**src/design/cursor_record_to_indexed_pixels_defines.svh**
```systemverilog
// Assertion macros for the cursor record to indexed pixels block.
`ifndef CURSOR_RECORD_TO_INDEXED_PIXELS_DEFINES_SVH
`define CURSOR_RECORD_TO_INDEXED_PIXELS_DEFINES_SVH

`ifndef SYNTH
// same-cycle check, held off during reset
`define CRIP_ASSERT(name, prop, msg) \
    name: assert property (@(posedge clk) disable iff (!rst_n) (prop)) else $error(msg);
// next-cycle check: pre at one edge, post at the following edge
`define CRIP_ASSERT_NEXT(name, pre, post, msg) \
    name: assert property (@(posedge clk) disable iff (!rst_n) (pre) |=> (post)) \
        else $error(msg);
`else
`define CRIP_ASSERT(name, prop, msg)
`define CRIP_ASSERT_NEXT(name, pre, post, msg)
`endif

`endif

```
**src/design/crip_pkg.sv**
```systemverilog
// Shared types and constants for the cursor record to indexed pixels block.
package crip_pkg;

    localparam int CURSOR_SIDE_DEFAULT = 16;

    // record header
    localparam logic [7:0] HEADER_DEPTH = 8'd1;

    // configuration port
    localparam int PADDR_W = 4;
    localparam int PDATA_W = 32;
    localparam logic [1:0] REG_BLACK       = 2'd0;
    localparam logic [1:0] REG_WHITE       = 2'd1;
    localparam logic [1:0] REG_GRAY        = 2'd2;
    localparam logic [1:0] REG_TRANSPARENT = 2'd3;

    localparam logic [7:0] BLACK_RESET       = 8'd0;
    localparam logic [7:0] WHITE_RESET       = 8'd63;
    localparam logic [7:0] GRAY_RESET        = 8'd14;
    localparam logic [7:0] TRANSPARENT_RESET = 8'd255;

    // queue between front and back
    localparam int QUEUE_DEPTH   = 4;
    localparam int QUEUE_PTR_W   = $clog2(QUEUE_DEPTH);
    localparam int QUEUE_LEVEL_W = $clog2(QUEUE_DEPTH + 1);
    localparam logic [QUEUE_LEVEL_W-1:0] QUEUE_FULL_LEVEL = QUEUE_LEVEL_W'(QUEUE_DEPTH);

    typedef enum logic [2:0] {
        KIND_PIXEL      = 3'd0,
        KIND_HOTSPOT    = 3'd1,
        KIND_DONE       = 3'd2,
        KIND_BAD_SIZE   = 3'd3,
        KIND_BAD_HEADER = 3'd4
    } kind_t;

    typedef enum logic [1:0] {
        CMD_BAD_SIZE   = 2'd0,
        CMD_BAD_HEADER = 2'd1,
        CMD_HOTSPOT    = 2'd2,
        CMD_MASK       = 2'd3
    } cmd_t;

    // one classified request for the back end
    typedef struct packed {
        cmd_t       cmd;
        logic [7:0] data;      // mask byte or hotspot column
        logic [7:0] hot_y;
        logic [7:0] colour;
        logic [3:0] row;
        logic [3:0] col_base;
        logic [2:0] npix_m1;   // pixels in this byte, minus one
        logic       last;      // final record byte: done follows the pixels
    } entry_t;

    typedef struct packed {
        logic [7:0] black;
        logic [7:0] white;
        logic [7:0] gray;
        logic [7:0] transparent;
    } palette_t;

endpackage

```
**src/design/cursor_record_to_indexed_pixels.sv**
```systemverilog
// Top level: cursor record bytes in, hotspot, pixel and status results out.
//
// Record channel: one record byte per request (record_byte, last_byte), taken at an edge
// with record_valid high and record_stall low. Result channel: one result per request,
// taken at an edge with result_valid high and result_stall low.
// Header and colour bytes are absorbed by the front end; the hotspot byte, each mask byte
// and every error become one queued request for the back end.
// A byte's first result passes the front stage, the queue, the back end's work register
// and its result register. The back end's single result register sends one result per
// cycle unless result_stall holds it, so a mask byte yields eight pixel results (plus
// done on the final byte); header and colour bytes go one per cycle unless stalled.
// A four-entry queue absorbs bursts; record_stall rises only when it and the front
// stage are full, so the sender sees backpressure a few requests after result_stall.
// A stalled result holds its value until taken.
// Reset clears the byte position, the drop flag, the queue and all valid flags, and
// loads the palette registers with their defaults. The colour plane needs no clearing:
// each record writes it before its mask bytes read it.
// Palette registers sit on an APB port at byte addresses 0, 4, 8 and 12 and must be
// written only while the block is idle; the block itself does not enforce this.
`include "cursor_record_to_indexed_pixels_defines.svh"

module cursor_record_to_indexed_pixels #(
    parameter int CURSOR_SIDE = crip_pkg::CURSOR_SIDE_DEFAULT
)
(
    input  logic                          clk,
    input  logic                          rst_n,

    input  logic                          psel,
    input  logic                          penable,
    input  logic                          pwrite,
    input  logic [crip_pkg::PADDR_W-1:0]  paddr,
    input  logic [crip_pkg::PDATA_W-1:0]  pwdata,
    output logic [crip_pkg::PDATA_W-1:0]  prdata,
    output logic                          pready,

    input  logic                          record_valid,
    output logic                          record_stall,
    input  logic [7:0]                    record_byte,
    input  logic                          last_byte,

    output logic                          result_valid,
    input  logic                          result_stall,
    output logic [2:0]                    result_kind,
    output logic [7:0]                    pixel_value,
    output logic [3:0]                    pixel_x,
    output logic [3:0]                    pixel_y,
    output logic [7:0]                    hotspot_x,
    output logic [7:0]                    hotspot_y,
    output logic                          last_of_run
);

    // palette registers
    logic [7:0]         black_reg, white_reg, gray_reg, transparent_reg;
    logic               cfg_write;
    logic [7:0]         cfg_rd;
    crip_pkg::palette_t palette;

    assign pready    = 1'b1;
    assign cfg_write = psel && penable && pwrite && pready;

    always_ff @(posedge clk or negedge rst_n)
    begin
        if (!rst_n)
        begin
            black_reg       <= crip_pkg::BLACK_RESET;
            white_reg       <= crip_pkg::WHITE_RESET;
            gray_reg        <= crip_pkg::GRAY_RESET;
            transparent_reg <= crip_pkg::TRANSPARENT_RESET;
        end
        else if (cfg_write)
        begin
            unique case (paddr[3:2])
                crip_pkg::REG_BLACK:       black_reg       <= pwdata[7:0];
                crip_pkg::REG_WHITE:       white_reg       <= pwdata[7:0];
                crip_pkg::REG_GRAY:        gray_reg        <= pwdata[7:0];
                crip_pkg::REG_TRANSPARENT: transparent_reg <= pwdata[7:0];
            endcase
        end
    end

    always_comb
    begin
        unique case (paddr[3:2])
            crip_pkg::REG_BLACK:       cfg_rd = black_reg;
            crip_pkg::REG_WHITE:       cfg_rd = white_reg;
            crip_pkg::REG_GRAY:        cfg_rd = gray_reg;
            crip_pkg::REG_TRANSPARENT: cfg_rd = transparent_reg;
        endcase
    end

    assign prdata = {{(crip_pkg::PDATA_W - 8){1'b0}}, cfg_rd};

    assign palette.black       = black_reg;
    assign palette.white       = white_reg;
    assign palette.gray        = gray_reg;
    assign palette.transparent = transparent_reg;

    // front end -> queue -> back end
    logic                                front_push_valid;
    crip_pkg::entry_t                    front_push_data;
    logic                                q_push_ready;
    logic                                q_pop_valid;
    crip_pkg::entry_t                    q_pop_data;
    logic                                q_pop_ready;
    logic [crip_pkg::QUEUE_LEVEL_W-1:0]  q_level;

    crip_front #(
        .CURSOR_SIDE (CURSOR_SIDE)
    ) u_front (
        .clk          (clk),
        .rst_n        (rst_n),
        .record_byte  (record_byte),
        .last_byte    (last_byte),
        .record_valid (record_valid),
        .record_stall (record_stall),
        .push_valid   (front_push_valid),
        .push_data    (front_push_data),
        .push_ready   (q_push_ready)
    );

    crip_queue u_queue (
        .clk        (clk),
        .rst_n      (rst_n),
        .push_valid (front_push_valid),
        .push_data  (front_push_data),
        .push_ready (q_push_ready),
        .pop_valid  (q_pop_valid),
        .pop_data   (q_pop_data),
        .pop_ready  (q_pop_ready),
        .level      (q_level)
    );

    crip_back u_back (
        .clk          (clk),
        .rst_n        (rst_n),
        .pop_valid    (q_pop_valid),
        .pop_data     (q_pop_data),
        .pop_ready    (q_pop_ready),
        .palette      (palette),
        .result_valid (result_valid),
        .result_stall (result_stall),
        .result_kind  (result_kind),
        .pixel_value  (pixel_value),
        .pixel_x      (pixel_x),
        .pixel_y      (pixel_y),
        .hotspot_x    (hotspot_x),
        .hotspot_y    (hotspot_y),
        .last_of_run  (last_of_run)
    );

    // record side backs up only behind a pending front request
    `CRIP_ASSERT(a_stall_has_pending, record_stall |-> front_push_valid, "stall without pending request")
    `CRIP_ASSERT(a_queue_bounded, q_level <= crip_pkg::QUEUE_FULL_LEVEL, "queue level past depth")
    `CRIP_ASSERT(a_pop_nonempty, (q_pop_valid && q_pop_ready) |-> (q_level != '0), "pop from empty queue")
    `CRIP_ASSERT_NEXT(a_push_lands, (front_push_valid && q_push_ready && !(q_pop_valid && q_pop_ready)), (q_level != '0), "pushed request lost")

endmodule

```
**src/design/crip_queue.sv**
```systemverilog
// Small FIFO of classified requests between the front and back ends.
module crip_queue
(
    input  logic                                  clk,
    input  logic                                  rst_n,
    input  logic                                  push_valid,
    input  crip_pkg::entry_t                      push_data,
    output logic                                  push_ready,
    output logic                                  pop_valid,
    output crip_pkg::entry_t                      pop_data,
    input  logic                                  pop_ready,
    output logic [crip_pkg::QUEUE_LEVEL_W-1:0]    level
);

    localparam int PTR_W = crip_pkg::QUEUE_PTR_W;
    localparam logic [PTR_W-1:0] PTR_LAST = PTR_W'(crip_pkg::QUEUE_DEPTH - 1);

    crip_pkg::entry_t slot_reg [crip_pkg::QUEUE_DEPTH];

    logic [PTR_W-1:0]                       wr_ptr_reg, wr_ptr_next;
    logic [PTR_W-1:0]                       rd_ptr_reg, rd_ptr_next;
    logic [crip_pkg::QUEUE_LEVEL_W-1:0]     level_reg, level_next;
    logic                                   do_push, do_pop;

    assign push_ready = (level_reg != crip_pkg::QUEUE_FULL_LEVEL);
    assign pop_valid  = (level_reg != '0);
    assign pop_data   = slot_reg[rd_ptr_reg];
    assign level      = level_reg;

    assign do_push = push_valid && push_ready;
    assign do_pop  = pop_valid && pop_ready;

    always_comb
    begin
        wr_ptr_next = wr_ptr_reg;
        rd_ptr_next = rd_ptr_reg;
        level_next  = level_reg;
        if (do_push)
        begin
            wr_ptr_next = (wr_ptr_reg == PTR_LAST) ? '0 : wr_ptr_reg + PTR_W'(1);
        end
        if (do_pop)
        begin
            rd_ptr_next = (rd_ptr_reg == PTR_LAST) ? '0 : rd_ptr_reg + PTR_W'(1);
        end
        if (do_push && !do_pop)
        begin
            level_next = level_reg + crip_pkg::QUEUE_LEVEL_W'(1);
        end
        else if (do_pop && !do_push)
        begin
            level_next = level_reg - crip_pkg::QUEUE_LEVEL_W'(1);
        end
    end

    always_ff @(posedge clk or negedge rst_n)
    begin
        if (!rst_n)
        begin
            wr_ptr_reg <= '0;
            rd_ptr_reg <= '0;
            level_reg  <= '0;
        end
        else
        begin
            wr_ptr_reg <= wr_ptr_next;
            rd_ptr_reg <= rd_ptr_next;
            level_reg  <= level_next;
        end
    end

    always_ff @(posedge clk)
    begin
        if (do_push)
        begin
            slot_reg[wr_ptr_reg] <= push_data;
        end
    end

endmodule

```
**src/design/crip_front.sv**
```systemverilog
// Front end: takes record bytes, checks the header and length, stores the colour plane.
module crip_front #(
    parameter int CURSOR_SIDE = crip_pkg::CURSOR_SIDE_DEFAULT
)
(
    input  logic             clk,
    input  logic             rst_n,
    input  logic [7:0]       record_byte,
    input  logic             last_byte,
    input  logic             record_valid,
    output logic             record_stall,
    output logic             push_valid,
    output crip_pkg::entry_t push_data,
    input  logic             push_ready
);

    localparam int ROW_BYTES    = (CURSOR_SIDE + 7) / 8;
    localparam int PLANE_BYTES  = ROW_BYTES * CURSOR_SIDE;
    localparam int RECORD_LEN   = 4 + 2 * PLANE_BYTES;
    localparam int POS_W        = $clog2(RECORD_LEN + 1);
    localparam int ADDR_W       = $clog2(PLANE_BYTES);
    localparam int ROW_W        = $clog2(CURSOR_SIDE);
    localparam int COL_W        = (ROW_BYTES > 1) ? $clog2(ROW_BYTES) : 1;
    localparam int LAST_NPIX_M1 = CURSOR_SIDE - 1 - 8 * (ROW_BYTES - 1);

    localparam logic [POS_W-1:0] POS_DEPTH  = POS_W'(1);
    localparam logic [POS_W-1:0] POS_ROW    = POS_W'(2);
    localparam logic [POS_W-1:0] POS_COL    = POS_W'(3);
    localparam logic [POS_W-1:0] POS_COLOUR = POS_W'(4);
    localparam logic [POS_W-1:0] POS_MASK   = POS_W'(4 + PLANE_BYTES);
    localparam logic [POS_W-1:0] POS_LAST   = POS_W'(RECORD_LEN - 1);
    localparam logic [POS_W-1:0] POS_END    = POS_W'(RECORD_LEN);
    localparam logic [COL_W-1:0] COL_LAST   = COL_W'(ROW_BYTES - 1);
    localparam logic [7:0]       SIDE_BYTE  = 8'(CURSOR_SIDE);

    logic [7:0] colour_mem [PLANE_BYTES];
    logic [7:0] colour_rd_reg;

    logic [POS_W-1:0] pos_reg, pos_next;
    logic             dropping_reg, dropping_next;
    logic [7:0]       hot_row_reg, hot_row_next;
    logic [ROW_W-1:0] mrow_reg, mrow_next;
    logic [COL_W-1:0] mcol_reg, mcol_next;
    logic             s1_valid_reg, s1_valid_next;
    crip_pkg::entry_t s1_entry_reg, s1_entry_next;

    logic              accept;
    logic              load_cmd;
    logic              mem_we, mem_re;
    logic [ADDR_W-1:0] wr_addr, rd_addr;

    assign record_stall = s1_valid_reg && !push_ready;
    assign accept       = record_valid && !record_stall;
    assign push_valid   = s1_valid_reg;
    assign wr_addr      = ADDR_W'(pos_reg - POS_COLOUR);
    assign rd_addr      = ADDR_W'(pos_reg - POS_MASK);

    always_comb
    begin
        push_data        = s1_entry_reg;
        push_data.colour = colour_rd_reg;
    end

    always_comb
    begin
        pos_next      = pos_reg;
        dropping_next = dropping_reg;
        hot_row_next  = hot_row_reg;
        mrow_next     = mrow_reg;
        mcol_next     = mcol_reg;
        mem_we        = 1'b0;
        mem_re        = 1'b0;
        load_cmd      = 1'b0;

        s1_entry_next          = s1_entry_reg;
        s1_entry_next.cmd      = crip_pkg::CMD_BAD_SIZE;
        s1_entry_next.data     = record_byte;
        s1_entry_next.hot_y    = hot_row_reg;
        s1_entry_next.row      = 4'(mrow_reg);
        s1_entry_next.col_base = 4'({mcol_reg, 3'b000});
        s1_entry_next.npix_m1  = (mcol_reg == COL_LAST) ? 3'(LAST_NPIX_M1) : 3'd7;
        s1_entry_next.last     = last_byte;

        if (accept)
        begin
            if (dropping_reg)
            begin
                // skip to the end of the broken record
                if (last_byte)
                begin
                    dropping_next = 1'b0;
                    pos_next      = '0;
                end
            end
            else if ((last_byte && (pos_reg < POS_LAST)) || (pos_reg >= POS_END))
            begin
                load_cmd          = 1'b1;
                s1_entry_next.cmd = crip_pkg::CMD_BAD_SIZE;
                pos_next          = '0;
                dropping_next     = !last_byte;
            end
            else if (((pos_reg == '0) && (record_byte != SIDE_BYTE)) ||
                     ((pos_reg == POS_DEPTH) && (record_byte != crip_pkg::HEADER_DEPTH)))
            begin
                load_cmd          = 1'b1;
                s1_entry_next.cmd = crip_pkg::CMD_BAD_HEADER;
                pos_next          = '0;
                dropping_next     = !last_byte;
            end
            else
            begin
                pos_next = pos_reg + POS_W'(1);
                if (pos_reg < POS_ROW)
                begin
                    // good size or depth byte, nothing to report
                end
                else if (pos_reg == POS_ROW)
                begin
                    hot_row_next = record_byte;
                end
                else if (pos_reg == POS_COL)
                begin
                    load_cmd          = 1'b1;
                    s1_entry_next.cmd = crip_pkg::CMD_HOTSPOT;
                    mrow_next         = '0;
                    mcol_next         = '0;
                end
                else if (pos_reg < POS_MASK)
                begin
                    mem_we = 1'b1;
                end
                else
                begin
                    load_cmd          = 1'b1;
                    s1_entry_next.cmd = crip_pkg::CMD_MASK;
                    mem_re            = 1'b1;
                    if (mcol_reg == COL_LAST)
                    begin
                        mcol_next = '0;
                        mrow_next = mrow_reg + ROW_W'(1);
                    end
                    else
                    begin
                        mcol_next = mcol_reg + COL_W'(1);
                    end
                    if (last_byte)
                    begin
                        pos_next = '0;
                    end
                end
            end
        end

        if (accept)
        begin
            s1_valid_next = load_cmd;
        end
        else if (push_ready)
        begin
            s1_valid_next = 1'b0;
        end
        else
        begin
            s1_valid_next = s1_valid_reg;
        end
    end

    always_ff @(posedge clk or negedge rst_n)
    begin
        if (!rst_n)
        begin
            pos_reg      <= '0;
            dropping_reg <= 1'b0;
            s1_valid_reg <= 1'b0;
        end
        else
        begin
            pos_reg      <= pos_next;
            dropping_reg <= dropping_next;
            s1_valid_reg <= s1_valid_next;
        end
    end

    always_ff @(posedge clk)
    begin
        hot_row_reg <= hot_row_next;
        mrow_reg    <= mrow_next;
        mcol_reg    <= mcol_next;
        if (accept)
        begin
            s1_entry_reg <= s1_entry_next;
        end
    end

    // colour plane: one write port, one registered read port
    always_ff @(posedge clk)
    begin
        if (mem_we)
        begin
            colour_mem[wr_addr] <= record_byte;
        end
    end

    always_ff @(posedge clk)
    begin
        if (mem_re)
        begin
            colour_rd_reg <= colour_mem[rd_addr];
        end
    end

endmodule

```
**src/design/crip_back.sv**
```systemverilog
// Back end: expands queued requests into results, one per cycle unless stalled, via an output register.
module crip_back
(
    input  logic               clk,
    input  logic               rst_n,
    input  logic               pop_valid,
    input  crip_pkg::entry_t   pop_data,
    output logic               pop_ready,
    input  crip_pkg::palette_t palette,
    output logic               result_valid,
    input  logic               result_stall,
    output logic [2:0]         result_kind,
    output logic [7:0]         pixel_value,
    output logic [3:0]         pixel_x,
    output logic [3:0]         pixel_y,
    output logic [7:0]         hotspot_x,
    output logic [7:0]         hotspot_y,
    output logic               last_of_run
);

    crip_pkg::entry_t work_reg;
    logic             work_valid_reg, work_valid_next;
    logic [2:0]       bit_reg, bit_next;
    logic             done_phase_reg, done_phase_next;

    logic             out_valid_reg;
    crip_pkg::kind_t  kind_reg, kind_c;
    logic [7:0]       value_reg, value_c;
    logic [3:0]       x_reg, x_c;
    logic [3:0]       y_reg, y_c;
    logic [7:0]       hx_reg, hx_c;
    logic [7:0]       hy_reg, hy_c;
    logic             lor_reg, lor_c;

    logic       out_load, step, final_step, pix_last, do_pop;
    logic [2:0] bidx;
    logic       mset, cset;

    assign out_load   = !out_valid_reg || !result_stall;
    assign step       = work_valid_reg && out_load;
    assign pix_last   = (bit_reg == work_reg.npix_m1);
    assign final_step = (work_reg.cmd != crip_pkg::CMD_MASK) || done_phase_reg ||
                        (pix_last && !work_reg.last);
    assign pop_ready  = !work_valid_reg || (step && final_step);
    assign do_pop     = pop_valid && pop_ready;

    // leftmost pixel sits in bit 7
    assign bidx = ~bit_reg;
    assign mset = work_reg.data[bidx];
    assign cset = work_reg.colour[bidx];

    always_comb
    begin
        kind_c  = crip_pkg::KIND_PIXEL;
        value_c = '0;
        x_c     = '0;
        y_c     = '0;
        hx_c    = '0;
        hy_c    = '0;
        lor_c   = 1'b0;
        unique case (work_reg.cmd)
            crip_pkg::CMD_BAD_SIZE:
            begin
                kind_c = crip_pkg::KIND_BAD_SIZE;
                lor_c  = 1'b1;
            end
            crip_pkg::CMD_BAD_HEADER:
            begin
                kind_c = crip_pkg::KIND_BAD_HEADER;
                lor_c  = 1'b1;
            end
            crip_pkg::CMD_HOTSPOT:
            begin
                kind_c = crip_pkg::KIND_HOTSPOT;
                hx_c   = work_reg.data;
                hy_c   = work_reg.hot_y;
                lor_c  = 1'b1;
            end
            crip_pkg::CMD_MASK:
            begin
                if (done_phase_reg)
                begin
                    kind_c = crip_pkg::KIND_DONE;
                    lor_c  = 1'b1;
                end
                else
                begin
                    kind_c = crip_pkg::KIND_PIXEL;
                    x_c    = work_reg.col_base + {1'b0, bit_reg};
                    y_c    = work_reg.row;
                    lor_c  = pix_last && !work_reg.last;
                    case ({mset, cset})
                        2'b00:   value_c = palette.transparent;
                        2'b01:   value_c = palette.gray;
                        2'b10:   value_c = palette.white;
                        default: value_c = palette.black;
                    endcase
                end
            end
        endcase
    end

    always_comb
    begin
        work_valid_next = work_valid_reg;
        bit_next        = bit_reg;
        done_phase_next = done_phase_reg;
        if (do_pop)
        begin
            work_valid_next = 1'b1;
            bit_next        = '0;
            done_phase_next = 1'b0;
        end
        else if (step && final_step)
        begin
            work_valid_next = 1'b0;
        end
        else if (step)
        begin
            // mask byte with pixels still to go, or its done result next
            if (pix_last)
            begin
                done_phase_next = 1'b1;
            end
            else
            begin
                bit_next = bit_reg + 3'd1;
            end
        end
    end

    always_ff @(posedge clk or negedge rst_n)
    begin
        if (!rst_n)
        begin
            work_valid_reg <= 1'b0;
            bit_reg        <= '0;
            done_phase_reg <= 1'b0;
            out_valid_reg  <= 1'b0;
        end
        else
        begin
            work_valid_reg <= work_valid_next;
            bit_reg        <= bit_next;
            done_phase_reg <= done_phase_next;
            if (out_load)
            begin
                out_valid_reg <= step;
            end
        end
    end

    always_ff @(posedge clk)
    begin
        if (do_pop)
        begin
            work_reg <= pop_data;
        end
        if (out_load)
        begin
            kind_reg  <= kind_c;
            value_reg <= value_c;
            x_reg     <= x_c;
            y_reg     <= y_c;
            hx_reg    <= hx_c;
            hy_reg    <= hy_c;
            lor_reg   <= lor_c;
        end
    end

    assign result_valid = out_valid_reg;
    assign result_kind  = kind_reg;
    assign pixel_value  = value_reg;
    assign pixel_x      = x_reg;
    assign pixel_y      = y_reg;
    assign hotspot_x    = hx_reg;
    assign hotspot_y    = hy_reg;
    assign last_of_run  = lor_reg;

endmodule

```
**config.mk**
```make
export PLATFORM = sky130hd
export DESIGN_NAME = cursor_record_to_indexed_pixels
export DESIGN_NICKNAME = d
export VERILOG_FILES = /design/src/design/crip_pkg.sv /design/src/design/cursor_record_to_indexed_pixels.sv /design/src/design/crip_queue.sv /design/src/design/crip_front.sv /design/src/design/crip_back.sv
export VERILOG_INCLUDE_DIRS = /design/src /design/src/design
export SDC_FILE = /design/constraint.sdc
export NUM_CORES = 1
export LEC_CHECK = 0
export BUFFER_PORTS_ARGS = -buffer_cell sky130_fd_sc_hd__buf_2
export CAP_MARGIN = 20
export CORE_MARGIN = 2
export CORE_UTILIZATION = 30
export CTS_CLUSTER_DIAMETER = 30
export DETAILED_ROUTE_END_ITERATION = 16
export PLACE_DENSITY = 0.56
export SLEW_MARGIN = 20
export SYNTH_ARGS = -nofsm -noshare
export SYNTH_HDL_FRONTEND = slang
export SYNTH_SLANG_ARGS = --single-unit
```
**constraint.sdc**
```tcl
create_clock -name clk -period 3.1 [get_ports clk]
set_input_delay 0.465 -clock clk [delete_from_list [all_inputs] [get_ports clk]]
set_output_delay 0.465 -clock clk [all_outputs]
set_load 0.01 [all_outputs]
```
==> flow_metrics.env, run 1 <==
export IMPL_finalSetupTns_ns=0
export IMPL_grt_pass1_wl_microns=69100
export IMPL_finalSetupViolations=0
export IMPL_viasPerCell=4.57
export IMPL_worst_ep_required_time_ns=3.40
export IMPL_port_buffers=71
export IMPL_fmax_mhz=370
export IMPL_p_leak_nw=9.43
export IMPL_clockRootBuffer="clkbuf_16"
export IMPL_io_pins=123
export IMPL_initial_core_util_pct=30.3
export IMPL_synthCells=1099
export IMPL_core_area_sq_um=71500
export IMPL_min_period_over_period_pct=87.1
export IMPL_timing_worst_slew_pin_value_ns=0.804
export IMPL_first_iter_violations=647
export IMPL_yosys_register_bits=551
export IMPL_nets=1355
export IMPL_maxCapViolations=0
export IMPL_crit_path_end_kind="flip-flop"
export IMPL_wl_met1_microns=19100
export IMPL_slew_headroom_pct=46.3
export IMPL_drv_slew=0
export IMPL_crit_chain="clkinv_1 > ha_1 > nor4b_1 > and2_1 > nor3b_2 > buf_4 > nand4_4 > buf_12 > nor2_4"
export IMPL_rows=98
export IMPL_synth_cell_type_count=64
export IMPL_numCtsBuffers=106
export IMPL_worstSetupStartpointType="flip-flop"
export IMPL_r2r_cells=9
export IMPL_clkSlewWorstSetupHoldPaths_ns=0.05
export IMPL_synth_commonest_cells="edfxtp_1, mux4_2, nand2_1"
export IMPL_synthTopCellsByArea="edfxtp_1, mux4_2, dfrtp_1"
export IMPL_crit_path_end="u_front.colour_mem[18][7]"
export IMPL_setup_worst_path_class="flip-flop to flip-flop"
export IMPL_min_path_type="input pin to flip-flop"
export IMPL_design_die_area_sq_um=74300
export IMPL_clock_latency_ns=0.65
export IMPL_outcome="finished, final reports clean"
export IMPL_r2r_end="u_front.colour_mem[18][7]"
export IMPL_yosysSeqAreaShare_pct=75.3
export IMPL_wl_met2_microns=21400
export IMPL_grt_pass1_vias=11400
export IMPL_ys_flop_type="edfxtp_1"
export IMPL_crit_fanout=8
export IMPL_n_fill_cell=6456
export IMPL_firstDrtPassIters=5
export IMPL_place_inst=2126
export IMPL_seqPwrFrac_pct=39.3
export IMPL_intPower_mw=18.5
export IMPL_rr_startpoint="u_front.pos_reg[2]"
export IMPL_rsz0062_at_grt="no"
export IMPL_antenna_found_initial=2
export IMPL_grt_usage_pct=12.2
export IMPL_die_width_microns=273
export IMPL_overflow=0
export IMPL_clk_path_buf_depth=3
export IMPL_fin_crit_ns=2.70
export IMPL_wl_microns=44300
export IMPL_vdd_drop_max_v=0.000456
export IMPL_crit_buf_inv=3
export IMPL_power_switching_mw=5.45
export IMPL_n_antenna_cell=0
export IMPL_cts_resized_gates=0
export IMPL_startpoint="u_front.pos_reg[2]"
export IMPL_antenna_left=0
export IMPL_yosysWarningCount=0
export IMPL_crit_arrival_ns=3.00
export IMPL_syn_area_sq_um=21700
export IMPL_drt_wirelength_per_cell_microns=19.1
export IMPL_clock_sinks=551
export IMPL_yosysTopAreaCell="edfxtp_1"
export IMPL_pwr_share_comb_pct=10.2
export IMPL_wl_met3_microns=2650
export IMPL_finClkSkew_ns=0.0291
export IMPL_cp_top_family="simple AND/OR/NAND/NOR gates"
export IMPL_die_y_microns=273
export IMPL_dp_hpwl_microns=27100
export IMPL_synth_top_cell_area_share_pct=68.9
export IMPL_cp_depth=9
export IMPL_rrSetupSlack_ns=0.40
export IMPL_pwr_share_clk_pct=50.5
export IMPL_grt_max_degree=47
export IMPL_htreeDepth=3
export IMPL_crit_path_max_incr_delay_ns=0.45
export IMPL_gp_congestion=0.762
export IMPL_async_reset_ff_share_pct=9.80
export IMPL_largest_reg_flops=256
export IMPL_vias=10600
export IMPL_syn_area_per_cell_sq_um=19.7
export IMPL_finalHoldViolCount=0
export IMPL_final_cells=2324
export IMPL_drc=0
export IMPL_highest_layer="met5"
export IMPL_switching_share_pct=22.8
export IMPL_synth_most_common_cell="edfxtp_1"
export IMPL_layout_drive_gt1_share_pct=37.2
export IMPL_cellPowerDensity_nw_per_um2=869
export IMPL_synth_edf_count=497
export IMPL_cts_tree="built"
export IMPL_syn2layout_area_growth_pct=27.2
export IMPL_cp_slowest_cell="dfrtp_1"
logic make-up after synthesis:
logic type	count (synthesis)	share of synthesized area, %
flip-flops	551	75.3
AND/OR/NAND/NOR	188	4.26
multiplexers	178	14.7
buffers and inverters	88	2.12
AO/OA/AOI/OAI	66	2.16
adder cells (fa/ha/maj)	18	1.07
XOR/XNOR	8	0.358
other	2	0.0347
metal layers:
layer  up-vias  track usage, %
li1       4775               -
met1      5471            15.7
met2       289            19.5
met3        91            3.49
met4         2            4.51
met5         -               0
per-stage QoR:
stage	power [mW]	hold slack (ns)	util [%]	worst slack (ns)	instance area [sq um]
after floorplan	11.2	0.169	-	0.0104	22000
after global placement	12.0	0.407	33.1	0.0442	23700
after detailed placement	12.1	0.405	33.1	0.00778	23700
after CTS	24.3	0.0488	38.5	0.365	27500
after global routing	24.9	0.0674	38.5	0.171	27500
final	23.9	0.0932	38.5	0.400	27500
worst min-delay path by stage:
stage	startpoint	end	slack (ns)	depth (start not counted)
4_1_cts	last_byte	u_front.dropping_reg	0.05	2
5_1_grt	last_byte	u_front.push_data[0]	0.07	1
3_3_place_gp	u_front.hot_row_reg[5]	u_front.push_data[25]	0.41	0
2_1_floorplan	rst_n	black_reg[0]	0.17	0
6_report	last_byte	u_front.push_data[0]	0.09	1
3_5_place_dp	u_front.hot_row_reg[0]	u_front.push_data[20]	0.41	0
worst register-to-register path, cell delays in order, from the launching register on:
cell	delay [ns]
dfrtp_1	0.45
clkinv_1	0.12
ha_1	0.30
nor4b_1	0.20
and2_1	0.27
nor3b_2	0.20
buf_4	0.21
nand4_4	0.13
buf_12	0.19
nor2_4	0.29
power by group through the flow:
stage | combinational, mW | clock, mW | sequential [mW]
after CTS | 2.51 | 12.3 | 9.43
final | 2.43 | 12.1 | 9.41
after global routing | 2.71 | 12.7 | 9.50
after detailed placement | 2.50 | 0 | 9.56
after global placement | 2.46 | 0 | 9.52
after floorplan | 1.71 | 0 | 9.50
placed cells by master, fill, tap and decap left out, types with 5 or more instances in the layout:
cell          n
a21oi_1       8
a221oi_1      5
a32o_1        5
and2_1       30
buf_12        7
buf_2        71
buf_4        47
bufinv_16    22
clkbuf_1     10
clkbuf_16   107
clkbuf_8      5
clkinv_1      8
clkinv_2     16
clkinv_4      8
clkinvlp_4   13
conb_1       25
dfrtp_1      34
dfstp_2      17
edfxtp_1    497
ha_1         17
inv_1        15
mux2_2       37
mux2i_1      32
mux4_2      106
nand2_1      58
nand3_1      14
nor2_1       22
nor2_4       31
nor2b_1       5
o21ai_0      15
o22ai_1       8
cell type report:
cell class / count / area, sq um / share of cell area, %
Sequential cell: 551 / 16300 / 59.2
Multi-Input combinational cell: 483 / 5270 / 19.1
Clock buffer: 122 / 2780 / 10.1
Tap cell: 950 / 1190 / 4.32
Clock inverter: 75 / 1080 / 3.91
Timing Repair Buffer: 126 / 858 / 3.12
Inverter: 17 / 63.8 / 0.232
what timing repair did:
| item | CTS | global route |
|---|---|---|
| setup buffers | 0 | 0 |
| hold buffers | 1 | 0 |
| endpoints found under the hold margin | 22 | 0 |
| setup endpoints to repair | 0 | 0 |
Note: power is estimated with default switching activity, not from simulation.
==> run 2, diff against run 1 <==
ABC_AREA = 1   (was unset)
==> run 2 against run 1 <==
Clock power barely moved; final area rose by 1.6%; sequential share of layout area fell by 0.96 points; clock-buffer cell count fell by 10; power rose by 1.9%; largest power group unchanged.
==> flow_metrics.env, run 2 <==
export IMPL_vias=14300
export IMPL_vdd_drop_max_v=0.000445
export IMPL_n_antenna_cell=0
export IMPL_syn_area_sq_um=22300
export IMPL_fin_crit_ns=2.61
export IMPL_cts_tree="built"
export IMPL_synth_edf_count=497
export IMPL_worstSetupStartpointType="flip-flop"
export IMPL_drc=0
export IMPL_final_util_pct=37.8
export IMPL_synth_most_common_cell="edfxtp_1"
export IMPL_crit_arrival_ns=2.92
export IMPL_rows=100
export IMPL_n_fill_cell=7039
export IMPL_slew_headroom_pct=47.2
export IMPL_htreeDepth=3
export IMPL_ys_flop_type="edfxtp_1"
export IMPL_mostFrequentLayoutCells="edfxtp_1, nand2_1, nor2_1"
export IMPL_clkSlewWorstSetupHoldPaths_ns=0.04
export IMPL_synthCells=1846
export IMPL_placed_area_sq_um=24200
export IMPL_die_width_microns=277
export IMPL_first_iter_violations=1267
export IMPL_grt_max_degree=67
export IMPL_yosysWarningCount=0
export IMPL_gp_congestion=0.841
export IMPL_power_switching_mw=6.26
export IMPL_muxShareOfSynthArea_pct=0
export IMPL_firstDrtPassIters=6
export IMPL_outcome="finished, final reports clean"
export IMPL_pwr_share_clk_pct=49.0
export IMPL_place_inst=2904
export IMPL_viasPerCell=4.62
export IMPL_syn_area_per_cell_sq_um=12.1
export IMPL_rr_startpoint="u_front.pos_reg[2]"
export IMPL_finalHoldViolCount=0
export IMPL_yosys_area_share_adder_pct=1.04
export IMPL_port_buffers=71
export IMPL_grt_pass1_vias=14300
export IMPL_core_area_sq_um=74100
export IMPL_startpoint="u_front.pos_reg[2]"
export IMPL_rsz0062_at_grt="no"
export IMPL_yosysSeqAreaShare_pct=73.0
export IMPL_synthXorXnorAreaFrac_pct=0.235
export IMPL_clock_sinks=551
export IMPL_seqPwrFrac_pct=38.6
export IMPL_clock_latency_ns=0.66
export IMPL_p_leak_nw=10.6
export IMPL_synth_top_family_by_area="simple AND/OR/NAND/NOR gates"
export IMPL_syn2layout_area_growth_pct=25.3
export IMPL_grt_usage_pct=13.7
export IMPL_layout_drive_gt1_share_pct=18.3
export IMPL_initial_core_util_pct=30.1
export IMPL_cp_slowest_cell="dfrtp_1"
export IMPL_final_cells=3095
export IMPL_synth_top_cell_area_share_pct=66.8
export IMPL_drt_wirelength_per_cell_microns=17.1
export IMPL_rrSetupSlack_ns=0.49
export IMPL_post_cts_setup_buffers=0
export IMPL_grt_pass1_wl_microns=81900
export IMPL_synthTopCellsByArea="edfxtp_1, nand2_1, o21ai_0"
export IMPL_crit_chain="inv_4 > buf_4 > nand2_2 > nor2_2 > nand2_1 > nand2_1 > nand4_2 > nor2_8 > nand3_4 > nor2_1 > buf_4"
export IMPL_drv_slew=0
export IMPL_maxCapViolations=0
export IMPL_synthSimpleGateAreaFrac_pct=13.2
export IMPL_nets=2110
export IMPL_min_period_over_period_pct=84.2
export IMPL_finalSetupViolations=0
export IMPL_synth_commonest_cells="edfxtp_1, nand2_1, nor2_1"
export IMPL_io_pins=123
export IMPL_layout_commonest_cell="edfxtp_1"
export IMPL_die_y_microns=277
export IMPL_fmax_mhz=383
export IMPL_clk_path_buf_depth=3
export IMPL_intPower_mw=18.1
export IMPL_crit_fanout=18
export IMPL_antenna_left=0
export IMPL_switching_share_pct=25.7
export IMPL_timing_worst_slew_pin_value_ns=0.790
export IMPL_antenna_found_initial=0
export IMPL_worst_ep_required_time_ns=3.41
export IMPL_yosys_register_bits=551
export IMPL_pwr_share_comb_pct=12.4
export IMPL_min_from="pwdata[1]"
export IMPL_crit_path_max_incr_delay_ns=0.40
export IMPL_synth_compound_area_share_pct=8.16
export IMPL_overflow=0
export IMPL_numCtsBuffers=102
export IMPL_finClkSkew_ns=0.0569
export IMPL_synth_cell_type_count=42
export IMPL_dp_hpwl_microns=32800
export IMPL_yosysTopAreaCell="edfxtp_1"
export IMPL_cellPowerDensity_nw_per_um2=871
export IMPL_fin_area_sq_um=28000
export IMPL_finalSetupTns_ns=0
export IMPL_async_reset_ff_share_pct=9.80
export IMPL_crit_path_end_kind="flip-flop"
export IMPL_clockRootBuffer="clkbuf_16"
export IMPL_wl_microns=52800
export IMPL_min_path_type="input pin to flip-flop"
export IMPL_setup_worst_path_class="flip-flop to flip-flop"
export IMPL_design_die_area_sq_um=76600
export IMPL_largest_reg_flops=256
run 2: changes by cell type after synthesis, moves of 37 or more:
cell / before / now
a21oi_1: 8 / 50
inv_1: 15 / 122
mux2_2: 37 / 0
mux4_2: 106 / 0
nand2_1: 59 / 323
nand3_1: 14 / 64
nor2_1: 53 / 275
o21ai_0: 15 / 221
o22ai_1: 8 / 59
run 2: worst max-delay path: cells and delay by family (launching register included):
family	cells	cell delay [ns]
flops	1	0.40
buf+inv	3	0.52
simple gates	8	1.35
run 2: path summary, 6_finish.rpt:
path | end | cells after the start
worst min register to register | u_front.push_data[20] | 0
max in group asynchronous | transparent_reg[6] | 3
worst min-delay path | transparent_reg[1] | 3
worst max-delay path | u_front.colour_mem[12][1] | 11
worst max register to register | u_front.colour_mem[12][1] | 11
min in group asynchronous | u_front.pos_reg[6] | 2
run 2: cell families after synthesis:
kind of cell | count (synthesis)
fa+ha+maj | 18
simple gates | 708
buf+inv | 219
flops | 551
compound gates | 342
other cells | 2
xor+xnor | 6
run 2: cell type report:
cell class / count / area [sq um] / share of cell area [%]
clock inverters: 78 / 1170 / 4.18
well taps: 969 / 1210 / 4.33
inverters: 126 / 475 / 1.70
repair buffers: 160 / 1030 / 3.67
clock buffers: 112 / 2640 / 9.44
flip-flops and latches: 551 / 16300 / 58.2
multi-input cells: 1099 / 5160 / 18.4
run 2: metrics by stage:
stage | power [mW] | hold slack [ns] | setup slack (ns)
6_report | 24.4 | 0.102 | 0.491
3_5_place_dp | 12.6 | 0.405 | 0.502
2_1_floorplan | 11.5 | 0.169 | 0.170
5_1_grt | 25.5 | 0.0956 | 0.219
3_3_place_gp | 12.5 | 0.401 | 0.444
4_1_cts | 24.7 | 0.0605 | 0.500
run 2: what timing repair did:
item                                    in CTS  in global routing
endpoints found under the setup margin       0                  0
gates resized for setup                      0                  0
hold buffers                                 1                  0
hold endpoints to repair                    12                  0
run 2: per-layer routing:
layer  GRT usage (%)  vias up  wire, microns
li1                -     6832              -
met1            18.0     6932          22900
met2            22.8      466          25700
met3            2.80       65           3330
met4            3.85        0            819
met5               0        -              0
run 2: power groups by stage:
stage	sequential, mW	combinational (mW)	clock (mW)
after global routing	9.49	3.44	12.5
final	9.42	3.02	11.9
after detailed placement	9.56	3.05	0
after global placement	9.54	2.99	0
after floorplan	9.53	2.00	0
after CTS	9.43	3.07	12.2
==> run 3, diff against run 2 <==
clock period = 2.25 ns   (was 3.1 ns; I/O delays follow)
==> run 3 against run 2 <==
Clock skew fell by 0.012 ns; global-route usage fell by 0.10 points; non-clock buffer count rose by 40; final cell count rose by 1.3%; via count rose by 1.8%; critical path depth fell by 3; sequential share of layout area fell by 1.4 points.
==> flow_metrics.env, run 3 (same netlist as run 2, synthesis figures left out) <==
export IMPL_first_iter_violations=1108
export IMPL_viasPerCell=4.64
export IMPL_largest_reg_flops=256
export IMPL_crit_chain="buf_4 > ha_1 > nand3_2 > nand4_4 > nor2_8 > nand3_4 > buf_12 > nor2_4"
export IMPL_antenna_left=0
export IMPL_firstDrtPassIters=5
export IMPL_clock_sinks=551
export IMPL_pwr_share_clk_pct=45.9
export IMPL_outcome="finished, final reports clean"
export IMPL_rows=100
export IMPL_clkSlewWorstSetupHoldPaths_ns=0.05
export IMPL_min_period_over_period_pct=97.0
export IMPL_design_die_area_sq_um=76600
export IMPL_startpoint="u_front.pos_reg[2]"
export IMPL_switching_share_pct=26.9
export IMPL_maxCapViolations=0
export IMPL_nets=2149
export IMPL_crit_fanout=8
export IMPL_grt_max_degree=67
export IMPL_pwr_share_comb_pct=14.0
export IMPL_worstSetupStartpointType="flip-flop"
export IMPL_antenna_found_initial=0
export IMPL_grt_usage_pct=13.6
export IMPL_worst_ep_required_time_ns=2.54
export IMPL_vdd_drop_max_v=0.000683
export IMPL_crit_path_end_kind="flip-flop"
export IMPL_min_path_type="input pin to flip-flop"
export IMPL_crit_buf_inv=2
export IMPL_finClkSkew_ns=0.0452
export IMPL_initial_core_util_pct=30.1
export IMPL_fin_crit_ns=2.18
export IMPL_syn2layout_area_growth_pct=28.4
export IMPL_core_area_sq_um=74100
export IMPL_power_switching_mw=8.69
export IMPL_htreeDepth=3
export IMPL_seqPwrFrac_pct=40.0
export IMPL_layout_commonest_cell="edfxtp_1"
export IMPL_cp_slowest_cell="dfrtp_1"
export IMPL_drc=0
export IMPL_fmax_mhz=458
export IMPL_grt_pass1_wl_microns=81800
export IMPL_slew_headroom_pct=40.1
export IMPL_gp_congestion=0.819
export IMPL_clk_path_buf_depth=3
export IMPL_port_buffers=71
export IMPL_rr_startpoint="u_front.pos_reg[2]"
export IMPL_grt_pass1_vias=14700
export IMPL_min_from="record_byte[1]"
export IMPL_intPower_mw=23.6
export IMPL_mostFrequentLayoutCells="edfxtp_1, nand2_1, nor2_1"
export IMPL_finalSetupViolations=0
export IMPL_n_antenna_cell=0
export IMPL_overflow=0
export IMPL_numCtsBuffers=101
export IMPL_setup_slack_ns=0.0667
export IMPL_cp_top_family="simple AND/OR/NAND/NOR gates"
export IMPL_crit_path_max_incr_delay_ns=0.40
export IMPL_wl_microns=53200
export IMPL_p_total_mw=32.3
export IMPL_cellPowerDensity_nw_per_um2=1130
export IMPL_place_ws_ns=-0.0504
export IMPL_p_leak_nw=10.7
export IMPL_layout_drive_gt1_share_pct=21.8
export IMPL_cts_tree="built"
export IMPL_dp_hpwl_microns=32500
export IMPL_clockRootBuffer="clkbuf_16"
export IMPL_drv_slew=0
export IMPL_die_width_microns=277
export IMPL_whs_ns=0.111
export IMPL_die_y_microns=277
export IMPL_clock_latency_ns=0.65
export IMPL_crit_arrival_ns=2.47
export IMPL_timing_worst_slew_pin_value_ns=0.898
export IMPL_vias=14600
export IMPL_io_pins=123
export IMPL_drt_wirelength_per_cell_microns=17.0
export IMPL_setup_worst_path_class="flip-flop to flip-flop"
export IMPL_finalHoldViolCount=0
export IMPL_final_util_pct=38.7
-- run 3: changes by cell type in the layout (fill, tap and decap cells not counted), sizes merged --
cell | previous run | this run
dlygate4sd3 | 1 | 11
clkbuf | 112 | 117
clkinv | 37 | 46
inv | 134 | 132
bufinv | 23 | 9
clkinvlp | 10 | 12
buf | 159 | 188
-- run 3: what timing repair did --
| item | in CTS | in global routing |
|---|---|---|
| hold buffers | 11 | 0 |
| hold endpoints to repair | 57 | 0 |
| cloned | 0 | 1 |
| gates resized for setup | 6 | 22 |
| setup buffers | 11 | 4 |
| pin swaps | 9 | 12 |
| endpoints found under the setup margin | 254 | 268 |
-- run 3: routing by layer --
layer  up-vias  global-route usage (%)  part of all wire [%]
li1       6904                       -                     -
met3       107                    3.21                   6.1
met5         -                       0                     0
met2       468                    23.1                    49
met1      7077                    16.9                    42
met4         0                    4.57                   2.6
-- run 3: final timing paths --
check                                             to  slack [ns]  depth (start not counted)
max                         u_front.colour_mem[2][0]        0.07                          8
min                        u_front.colour_mem[22][1]        0.11                          2
min in group asynchronous        u_back.result_valid        0.35                          2
max in group asynchronous                gray_reg[3]        1.14                          3
min reg2reg                    u_front.push_data[26]        0.42                          0
max reg2reg                 u_front.colour_mem[2][0]        0.07                          8
-- run 3: area by class of cell --
class	count	area, sq um
well taps	969	1210
fillers	6971	45400
clock inverters	73	805
flip-flops and latches	551	16300
repair buffers	200	1640
clock buffers	116	2650
inverters	126	493
multi-input cells	1099	5570
-- run 3: power groups by stage --
stage	combinational (mW)	clock (mW)	sequential (mW)
detailed placement	4.52	0	13.1
floorplan	2.81	0	13.1
global placement	4.40	0	13.1
CTS	4.56	15.1	12.9
finish	4.53	14.8	12.9
global route	5.12	15.6	13.0
-- run 3: metrics by stage --
step	TNS, ns	cells	area, sq um
after global placement	-2.09	2918	24800
after global routing	-0.324	3134	28700
after detailed placement	-3.73	2918	24800
after CTS	0	3129	28500
after floorplan	-25.87	1869	22800
final	0	3134	28700
-- run 3: worst reg2reg max path: stages (launching register included) --
cell and delay (ns):
dfrtp_1 0.40, buf_4 0.18, ha_1 0.22, nand3_2 0.12, nand4_4 0.12, nor2_8 0.24, nand3_4 0.12, buf_12 0.17
nor2_4 0.26
